<file path="src/rtl/pmq_pkg.sv">
// shared types and constants of the priority message queue
package pmq_pkg;

  // built depth and stored payload width
  localparam int DEPTH    = 16;
  localparam int MSG_BITS = 32;

  // field and counter widths
  localparam int CNT_W    = $clog2(DEPTH + 1);
  localparam int IDX_W    = $clog2(DEPTH);
  localparam int PRIO_W   = 8;
  localparam int DATA_W   = 32;
  localparam int HELD_W   = 5;
  localparam int CAP_W    = 5;
  localparam int LIM_W    = (CNT_W > CAP_W) ? CNT_W : CAP_W;
  localparam int CAP_RST  = 16;

  // command codes
  typedef enum logic [1:0] {
    CMD_PUT = 2'd0,
    CMD_GET = 2'd1,
    CMD_CLR = 2'd2,
    CMD_NOP = 2'd3
  } cmd_e;

  // result status codes
  typedef enum logic [1:0] {
    ST_OK    = 2'd0,
    ST_FULL  = 2'd1,
    ST_EMPTY = 2'd2
  } status_e;

  // register index on the configuration port
  localparam logic REG_CAPACITY = 1'b0;

  // control broadcast to every cell
  typedef struct packed {
    logic                put;
    logic                get;
    logic [PRIO_W-1:0]   prio;
    logic [MSG_BITS-1:0] data;
  } cell_ctl_t;

endpackage

</file>
<file path="src/rtl/pmq_cell.sv">
// one slot of the sorted shift-register queue
module pmq_cell (
  input  logic                           clk_i,
  input  pmq_pkg::cell_ctl_t             ctl_i,
  input  logic [pmq_pkg::IDX_W-1:0]      idx_i,
  input  logic [pmq_pkg::CNT_W-1:0]      count_i,
  input  logic                           left_ins_i,
  input  logic [pmq_pkg::MSG_BITS-1:0]   left_data_i,
  input  logic [pmq_pkg::PRIO_W-1:0]     left_prio_i,
  input  logic [pmq_pkg::MSG_BITS-1:0]   right_data_i,
  input  logic [pmq_pkg::PRIO_W-1:0]     right_prio_i,
  output logic                           ins_o,
  output logic [pmq_pkg::MSG_BITS-1:0]   data_o,
  output logic [pmq_pkg::PRIO_W-1:0]     prio_o
);
  import pmq_pkg::*;

  logic [MSG_BITS-1:0] data_q, data_d;
  logic [PRIO_W-1:0]   prio_q, prio_d;
  logic                occupied;

  // a new item belongs here or further left when this slot is free or lower
  assign occupied = CNT_W'(idx_i) < count_i;
  assign ins_o    = !occupied || (ctl_i.prio > prio_q);

  // put shifts right from the insert point, get shifts everything left
  always_comb begin
    data_d = data_q;
    prio_d = prio_q;
    if (ctl_i.put) begin
      if (left_ins_i) begin
        data_d = left_data_i;
        prio_d = left_prio_i;
      end else if (ins_o) begin
        data_d = ctl_i.data;
        prio_d = ctl_i.prio;
      end
    end else if (ctl_i.get) begin
      data_d = right_data_i;
      prio_d = right_prio_i;
    end
  end

  // slot storage
  always_ff @(posedge clk_i) begin
    data_q <= data_d;
    prio_q <= prio_d;
  end

  assign data_o = data_q;
  assign prio_o = prio_q;

endmodule

</file>
<file path="src/rtl/priority_message_queue.sv">
// priority message queue: command port, capacity register and the row of slot cells
// the result strobe is registered and follows in the cycle after the item is accepted
// throughput: one item per cycle, every slot cell compares and shifts in parallel
// busy stays low; the receiver cannot stall and takes each result in its cycle
// reset: the queue is empty and capacity is 16; slot contents are not cleared
module priority_message_queue (
  input  logic                          clk_i,
  input  logic                          rst_ni,
  input  logic                          start,
  output logic                          busy,
  input  logic [1:0]                    cmd_i,
  input  logic [pmq_pkg::DATA_W-1:0]    put_data_i,
  input  logic [pmq_pkg::PRIO_W-1:0]    put_priority_i,
  output logic                          done_o,
  output logic [1:0]                    status_o,
  output logic [pmq_pkg::DATA_W-1:0]    got_data_o,
  output logic [pmq_pkg::PRIO_W-1:0]    got_priority_o,
  output logic [pmq_pkg::HELD_W-1:0]    held_o,
  input  logic                          psel,
  input  logic                          penable,
  input  logic                          pwrite,
  input  logic [2:0]                    paddr,
  input  logic [31:0]                   pwdata,
  output logic [31:0]                   prdata,
  output logic                          pready
);
  import pmq_pkg::*;

  logic [CAP_W-1:0]    cap_q;
  logic [CNT_W-1:0]    count_q, count_d;
  logic                done_q;
  logic [1:0]          status_q, status_d;
  logic [DATA_W-1:0]   got_data_q, got_data_d;
  logic [PRIO_W-1:0]   got_prio_q, got_prio_d;
  logic                accept;
  cmd_e                cmd;
  logic [LIM_W-1:0]    limit;
  logic                full;
  logic                empty;
  logic [63:0]         put_wide;
  logic [63:0]         head_wide;
  cell_ctl_t           ctl;

  logic                ins    [DEPTH];
  logic [MSG_BITS-1:0] c_data [DEPTH];
  logic [PRIO_W-1:0]   c_prio [DEPTH];

  // configuration port
  assign pready = 1'b1;
  assign prdata = (paddr[2] == REG_CAPACITY) ? 32'(cap_q) : 32'd0;

  always_ff @(posedge clk_i or negedge rst_ni) begin
    if (!rst_ni) begin
      cap_q <= CAP_W'(CAP_RST);
    end else if (psel && penable && pwrite && (paddr[2] == REG_CAPACITY)) begin
      cap_q <= pwdata[CAP_W-1:0];
    end
  end

  // effective capacity, clamped to 1..DEPTH
  always_comb begin
    limit = LIM_W'(cap_q);
    if (cap_q == '0) begin
      limit = LIM_W'(1);
    end else if (LIM_W'(cap_q) > LIM_W'(DEPTH)) begin
      limit = LIM_W'(DEPTH);
    end
  end

  assign busy   = 1'b0;
  assign accept = start && !busy;
  assign cmd    = cmd_e'(cmd_i);
  assign full   = (LIM_W'(count_q) >= limit);
  assign empty  = (count_q == '0);

  // payload sized to the stored width
  assign put_wide  = {32'd0, put_data_i};
  assign head_wide = 64'(c_data[0]);

  // cell control and result
  always_comb begin
    ctl.put    = 1'b0;
    ctl.get    = 1'b0;
    ctl.prio   = put_priority_i;
    ctl.data   = put_wide[MSG_BITS-1:0];
    count_d    = count_q;
    status_d   = ST_OK;
    got_data_d = '0;
    got_prio_d = '0;
    if (accept) begin
      unique case (cmd)
        CMD_PUT: begin
          if (full) begin
            status_d = ST_FULL;
          end else begin
            ctl.put = 1'b1;
            count_d = count_q + CNT_W'(1);
          end
        end
        CMD_GET: begin
          if (empty) begin
            status_d = ST_EMPTY;
          end else begin
            ctl.get    = 1'b1;
            count_d    = count_q - CNT_W'(1);
            got_data_d = head_wide[DATA_W-1:0];
            got_prio_d = c_prio[0];
          end
        end
        CMD_CLR: begin
          count_d = '0;
        end
        CMD_NOP: begin
          count_d = count_q;
        end
      endcase
    end
  end

  // count and result registers
  always_ff @(posedge clk_i or negedge rst_ni) begin
    if (!rst_ni) begin
      count_q <= '0;
      done_q  <= 1'b0;
    end else begin
      count_q <= count_d;
      done_q  <= accept;
    end
  end

  always_ff @(posedge clk_i) begin
    status_q   <= status_d;
    got_data_q <= got_data_d;
    got_prio_q <= got_prio_d;
  end

  assign done_o         = done_q;
  assign status_o       = status_q;
  assign got_data_o     = got_data_q;
  assign got_priority_o = got_prio_q;
  assign held_o         = HELD_W'(count_q);

  // row of slot cells, head at index zero
  for (genvar k = 0; k < DEPTH; k++) begin : g_cell
    logic                left_ins;
    logic [MSG_BITS-1:0] left_data;
    logic [PRIO_W-1:0]   left_prio;
    logic [MSG_BITS-1:0] right_data;
    logic [PRIO_W-1:0]   right_prio;

    if (k == 0) begin : g_head
      assign left_ins  = 1'b0;
      assign left_data = c_data[k];
      assign left_prio = c_prio[k];
    end else begin : g_body
      assign left_ins  = ins[k-1];
      assign left_data = c_data[k-1];
      assign left_prio = c_prio[k-1];
    end

    if (k == DEPTH - 1) begin : g_tail
      assign right_data = c_data[k];
      assign right_prio = c_prio[k];
    end else begin : g_next
      assign right_data = c_data[k+1];
      assign right_prio = c_prio[k+1];
    end

    pmq_cell u_cell (
      .clk_i        (clk_i),
      .ctl_i        (ctl),
      .idx_i        (IDX_W'(k)),
      .count_i      (count_q),
      .left_ins_i   (left_ins),
      .left_data_i  (left_data),
      .left_prio_i  (left_prio),
      .right_data_i (right_data),
      .right_prio_i (right_prio),
      .ins_o        (ins[k]),
      .data_o       (c_data[k]),
      .prio_o       (c_prio[k])
    );
  end

endmodule
</file>
<file path="config.mk">
export PLATFORM = sky130hd
export DESIGN_NAME = priority_message_queue
export DESIGN_NICKNAME = d
export VERILOG_FILES = /design/src/rtl/pmq_pkg.sv /design/src/rtl/pmq_cell.sv /design/src/rtl/priority_message_queue.sv
export SDC_FILE = /design/constraint.sdc
export NUM_CORES = 2
export LEC_CHECK = 0
export ABC_CLOCK_PERIOD_IN_PS = 6070
export BUFFER_PORTS_ARGS = -buffer_cell sky130_fd_sc_hd__clkbuf_2
export CAP_MARGIN = 10
export CORE_MARGIN = 1.5
export CORE_UTILIZATION = 63
export CTS_CLUSTER_DIAMETER = 80
export DETAILED_ROUTE_END_ITERATION = 10
export GPL_TIMING_DRIVEN = 0
export PLACE_DENSITY = 0.85
export SLEW_MARGIN = 30
export SYNTH_ARGS = -nofsm -noshare
export SYNTH_HDL_FRONTEND = slang
export SYNTH_SLANG_ARGS = --single-unit
</file>
<file path="constraint.sdc">
create_clock -name clk_i -period 6.07 [get_ports clk_i]
set_input_delay 0.607 -clock clk_i [delete_from_list [all_inputs] [get_ports clk_i]]
set_output_delay 0.607 -clock clk_i [all_outputs]
set_load 0.01 [all_outputs]
</file>
## After elaboration in Yosys (flattened, before gate mapping)

Cells that the tools add are included.

- Input port bits: 83
- Output and inout port bits: 82
- RAM bits: 0
- Word-level logic and storage cells: 292
- Bits in read-only memories: 0
- Bits in registers: 693
- Latch bits: 0
- Memories: 0

- $mul: 0
- Eq/ne operators: 20
- Mux-type cells: 136
- Add/sub/neg operators: 2
- Divide/modulo/power cells: 0
- Bitwise operators: 4
- $lt $le $gt $ge: 34
- Reduce and logical (&&, ||, !) cells: 58
- Shift operators: 0

Operators by type and width:

| kind | count |
|---|---|
| 2-to-1 mux 32 bit | 61 |
| 2-to-1 mux 8 bit | 61 |
| greater-than comparator 8 bit | 16 |
| inequality test 3 x 1 -> 1 bit, second input constant | 14 |
| < comparator 4 x 5 -> 1 bit, first input constant | 8 |
| AND reduction 2 bit | 16 |
| 2-to-1 mux 5 bit | 5 |
| < comparator 3 x 5 -> 1 bit, first input constant | 4 |
| zero test 1 bit | 16 |
| logical OR 1 bit | 16 |
| one-hot mux 5 bit (3 select lines) | 1 |
| zero test 5 bit | 2 |
| < comparator 1 x 5 -> 1 bit, first input constant | 2 |
| < comparator 2 x 5 -> 1 bit, first input constant | 2 |
| adder 5 x 1 -> 5 bit, second input constant | 1 |
| >= comparator 5 bit | 1 |
| greater-than comparator 5 bit, second input constant | 1 |
| 2-to-1 mux 1 bit | 5 |
| subtractor 5 x 1 -> 5 bit, second input constant | 1 |
| == test 2 bit, second input constant | 2 |
| 2-to-1 mux 2 bit | 2 |
| inequality test 2 bit, second input constant | 2 |
| inverter 1 bit | 4 |
| one-hot mux 2 bit (2 select lines) | 1 |
| 7 further kinds | 10 |

## Depth between registers and ports, before layout

- Depth in word-level cells: 9
- Mapped depth: 14
- Depth with buffers taken out: 10

## Modules after synthesis

From an unflattened synthesis, not the netlist that was laid out.

- Cells, all modules: 3654
- Area total of the unflattened synthesis: 39953.3 µm²

Modules (own cells, without submodules):

| module | sequential area each (µm²) | area each (µm²) | cells an instance | times used |
|---|---|---|---|---|
| pmq_cell (g_cell[0].u_cell ...) | 1201.2 | 2397.3 | 217 | 8 |
| pmq_cell (g_cell[2].u_cell ...) | 1201.2 | 2322.2 | 214 | 8 |
| priority_message_queue | 1117.3 | 2197.1 | 206 | 1 |

## Worst setup path after synthesis

No wires, ideal clock.

- Path type: input -> register
- From: input port put_priority_i[0] (netlist bit)
- To: register g_cell[9].u_cell.data_q[0], enable pin
- Required time: 5608 ps
- Setup slack: 1262 ps
- Library setup time: 462 ps
- Arrival time: 4346 ps
- Buffers on the path: 2
- Stages on the path: 10
- Cells stage by stage: inv_1 ha_1 nor2b_1 o211ai_1 a21oi_1 o22a_1 clkbuf_1 clkbuf_1 nor2_1 a31oi_1

- Cells in the longest elaborated chain, start to end: 4
- Elaborated cells between the ends (all ways): 6
- Those cells by class: order compare: 2; eq/ne: 1; reduce/logical: 3

Ends and longest elaborated chain:

| element | line | RTL |
|---|---|---|
| start, declared | priority_message_queue.sv:13 | `input logic [pmq_pkg::PRIO_W-1:0] put_priority_i,` |
| greater-than comparator 8 bit | pmq_cell.sv:24 | `assign ins_o = !occupied \|\| (ctl_i.prio > prio_q);` |
| logical OR 1 bit | pmq_cell.sv:24 |  |
| inequality test 3 x 1 -> 1 bit (no line) * | -- |  |
| AND reduction 2 bit (no line) * | -- |  |
| end signal, assigned | pmq_cell.sv:46 | `data_q <= data_d;` |
| end, declared | pmq_cell.sv:18 | `logic [MSG_BITS-1:0] data_q, data_d;` |

Every way passes the cells marked *; elsewhere a longest branch is shown, timed or not.
A chain may end at the register's enable or synchronous reset.

## Worst setup path after layout

- From: register count_q[0], in the netlist held_o[0]
- To: register g_cell[8].u_cell.data_q[15], enable pin

- Cells in the longest elaborated chain, start to end: 6
- Elaborated cells between the ends (all ways): 16
- Those cells by class: order compare: 3; eq/ne: 1; mux: 5; reduce/logical: 7

Ends and longest elaborated chain:

| element | line | RTL |
|---|---|---|
| start, declared | priority_message_queue.sv:30 | `logic [CNT_W-1:0] count_q, count_d;` |
| start signal, assigned | priority_message_queue.sv:126 | `count_q <= count_d;` |
| >= comparator 5 bit / zero test 5 bit (equally long branches) | priority_message_queue.sv:73, priority_message_queue.sv:74 |  |
| 2-to-1 mux 1 bit, on equally long branches | priority_message_queue.sv:93, priority_message_queue.sv:101 |  |
| 2-to-1 mux 1 bit | priority_message_queue.sv:91 | `unique case (cmd)` |
| 2-to-1 mux 2 bit | priority_message_queue.sv:90 | `if (accept) begin` |
| inequality test 3 x 1 -> 1 bit (no line) / nonzero test 2 bit (equally long branches) | -- |  |
| AND reduction 2 bit (no line) * | -- |  |
| end signal, assigned | pmq_cell.sv:46 |  |
| end, declared | pmq_cell.sv:18 |  |

Marks and branches as above.

==> key figures <==
STA
  – Final hold slack: 0.1445 ns
  – Final setup fails: 0
  – Fmax: 0.2053 GHz
  – Final Hold Vio Count: 0
  – Max Slew Vio Count: 0
  – Final worst slack: 1.198 ns
  – Post-layout min period: 4.872 ns
  – Slew HR: 27.65%
  – Final clock skew: 0.02691 ns
  – Fin crit share: 80.26%
  – RSZ-0062 raised after global routing: no
  – Worst-Margin Slew: 1.078 ns

Clock network
  – CTS tree: done
  – Worst-Skew Late Latency: 0.64 ns
  – CTS Buffer Depth: 3
  – Sink Count: 693
  – Root cell of the clock tree: clkbuf_16
  – Clock-pin slew on the worst setup and hold paths: 0.06 ns
  – CTS buffer count: 76
  – Resized cells post-CTS: 0
  – H-tree level count: 3

Synth
  – Seq/Total Area, Yosys: 52.72%
  – Area share of the largest cell type after synthesis: 49.82%
  – Mean Syn Cell Area: 10.47 sq um
  – #FFs+latches synth: 693
  – EDFF count, synth: 640
  – Ys async rst share: 1.587%
  – Synth Instances: 3683
  – Top_reg_cell synth: edfxtp_1
  – Yosys warns: 0
  – Mapped cell area: 0.03857 sq mm
  – Cell variety after synth: 51
  – Dominant cell type by area after synthesis: edfxtp_1
  – Area contributors post-synth: edfxtp_1, o211ai_1, nand2_1

Placed design
  – Setup WS pre-CTS: 1.298 ns
  – DP Area: 0.04096 sq mm
  – Routability cong.: 0.9441
  – Hpwl dp: 82610 microns
  – Dpl cells: 4627
  – PortBufs: 106

Drt
  – Drt total wl: 112800 microns
  – Met1 Routed Length: 43730 microns
  – Top layer in use: met5
  – Via/cell ratio: 6.800
  – Metal3 WL: 11690 microns
  – Total number of vias: 32.40k
  – DRT antenna net count: 0
  – 1st-iter DRT viols: 4326
  – Met2 WL: 52980 microns
  – TritonRoute pass-1 iters: 6
  – Post-DR wirelength/cell: 23.67 microns
  – DRC violations left: 0

Power and ir drop
  – PD cells: 423.8 mW/mm^2
  – Worst VDD drop: 0.2549 mV
  – Lkg Pwr: 16.02 nW
  – Net switching power: 7.003 mW
  – Clock power share: 25.4%
  – Comb power frac: 35.5%
  – Sequential power share: 39.1%
  – Int Pwr: 11.40 mW
  – Sw Share: 38.05%

Cells and area
  – Fillers: 4197
  – Layout Nets: 4146
  – Ratio of cells with drive above 1 in the final layout: 11.85%
  – Syn-to-layout area delta: 12.59%
  – Design Area, Final: 0.04343 sq mm
  – Ant. Diodes: 0
  – Layout Cells excl Fill: 4765

Worst setup path
  – Crit path kind: flip-flop to flip-flop
  – Crit. End Element: flip-flop
  – Worst-path fanout max: 19
  – Reg2reg setup slack: 1.20 ns
  – Worst path arrival time: 5.25 ns
  – Worst endpoint required time: 6.45 ns
  – Critical Path Source Type: flip-flop

Die
  – Num ports: 165
  – Core Area: 0.06047 sq mm
  – Initial Utilization: 63.79%
  – Die Area: 0.06272 sq mm
  – Die width: 250.4 microns
  – Die H: 250.4 microns
  – Cell Rows: 90

Flow run
  – # Max-Cap Violations: 0

Global routing
  – Vias in the first global route: 32.37k
  – Pin count of the biggest net entering global routing: 41
  – GR Overflow Total: 0
  – Initial antenna violation count: 1
  – Global Route Usage Sum: 35.27%
  – Global-route wire length before repair: 173300 microns

Hold path
  – Hold crit path type: input pin to flip-flop

Status
  – Status: finished clean
## cells in the final DEF, fill, tap and decap left out, drive strengths merged, types with 58 or more instances in the layout
| master | count |
|---|---|
| a31oi | 58 |
| inv | 225 |
| o221ai | 88 |
| o21ai | 135 |
| nand3 | 362 |
| nand2b | 70 |
| clkbuf | 390 |
| edfxtp | 640 |
| nor3b | 156 |
| ha | 139 |
| nor2 | 64 |
| nand2 | 495 |
| o31a | 156 |
| o211ai | 256 |
| o21a | 164 |
| buf | 185 |
## cells in the mapped netlist, types with 6 or more instances
| cell | instances |
|---|---|
| ha_1 | 139 |
| and2_1 | 42 |
| o2111a_1 | 8 |
| nor2_1 | 64 |
| a21oi_1 | 46 |
| nand3_1 | 362 |
| o221ai_1 | 88 |
| mux2i_1 | 40 |
| dfrtp_1 | 10 |
| o211ai_1 | 256 |
| buf_6 | 9 |
| o22a_1 | 6 |
| nor3b_1 | 156 |
| nand4_1 | 32 |
| o21a_1 | 164 |
| o31a_1 | 156 |
| buf_4 | 29 |
| dfxtp_1 | 42 |
| o21ai_1 | 50 |
| edfxtp_1 | 640 |
| or3_1 | 7 |
| o21ai_0 | 84 |
| buf_2 | 117 |
| clkbuf_1 | 178 |
| nor2b_1 | 22 |
| mux2_2 | 43 |
| nand2b_1 | 70 |
| a211oi_1 | 11 |
| a31oi_1 | 58 |
| nand2_1 | 495 |
| inv_1 | 223 |
## state kept, by name (all words and copies together), names as in the netlist
name / count
cap_q: 5
status_o: 2
done_o: 1
held_o: 5
g_cell.u_cell.prio_o: 128
got_data_o: 32
g_cell.u_cell.data_o: 512
got_priority_o: 8
## worst max-delay path, cell delays in order, from the launching register on
cell,delay (ns)
dfrtp_1,0.40
clkbuf_1,0.33
inv_1,0.16
ha_1,0.31
nand2b_1,0.16
a21oi_2,0.21
o21ai_1,0.12
a211oi_1,0.83
buf_2,0.43
buf_2,0.44
buf_2,0.53
a31oi_4,0.26
buf_8,0.24
buf_16,0.18
## layer usage
metal  GRT usage (%)  vias up
met2           56.81     2134
met5               0        -
li1                -    14230
met3           5.934      330
met4           14.87        4
met1           47.59    15700
## final cells by class
| cell class | count | area (sq um) | area share, % |
|---|---|---|---|
| clock buffer | 106 | 2180 | 5.019 |
| timing repair buffer | 136 | 1081 | 2.489 |
| buffer | 334 | 1578 | 3.633 |
| sequential | 693 | 20340 | 46.83 |
| inverter | 223 | 837.1 | 1.927 |
| clock inverter | 31 | 277.8 | 0.6396 |
| multi-input combinational | 2460 | 16160 | 37.21 |
| tap | 782 | 978.4 | 2.253 |
## through the flow
step	setup TNS, ns	total power, mW	util [%]
after floorplan	0	11.32	-
after global placement	-377.85	13.08	66.45
after detailed placement	0	13.50	67.73
after CTS	0	18.17	71.81
after global routing	0	19.14	71.82
final	0	18.41	71.82
## power groups by stage
| stage | clock [mW] | combinational [mW] | sequential [mW] |
|---|---|---|---|
| finish | 4.68 | 6.53 | 7.20 |
| global route | 4.85 | 7.02 | 7.27 |
| CTS | 4.68 | 6.31 | 7.18 |
| detailed placement | 0 | 6.24 | 7.27 |
| global placement | 0 | 5.73 | 7.36 |
| floorplan | 0 | 4.22 | 7.11 |
## cells by family after synthesis
| logic type | share of synthesized area, % |
|---|---|
| other | 0.01947 |
| and+or+nand+nor | 16.14 |
| muxes | 2.352 |
| buffers and inverters | 6.257 |
| adders and majority gates | 4.509 |
| DFF | 52.72 |
| AOI/OAI and AO/OA | 18.00 |
## worst paths after layout
check	startpoint	cells after the start	to
setup / recovery	held_o[0]	13	g_cell[8].u_cell.data_o[15]
hold / removal	start	1	done_o
setup reg to reg	held_o[0]	13	g_cell[8].u_cell.data_o[15]
hold reg to reg	g_cell[0].u_cell.data_o[23]	1	got_data_o[23]
max in group asynchronous	rst_ni	2	cap_q[4]
min in group asynchronous	rst_ni	2	held_o[3]
## what timing repair did
| item | CTS | global route |
|---|---|---|
| setup buffers | 0 | 0 |
| hold buffers | 1 | 0 |
| endpoints found under the hold margin | 10 | 0 |
Power figures use the tool's default switching activity.
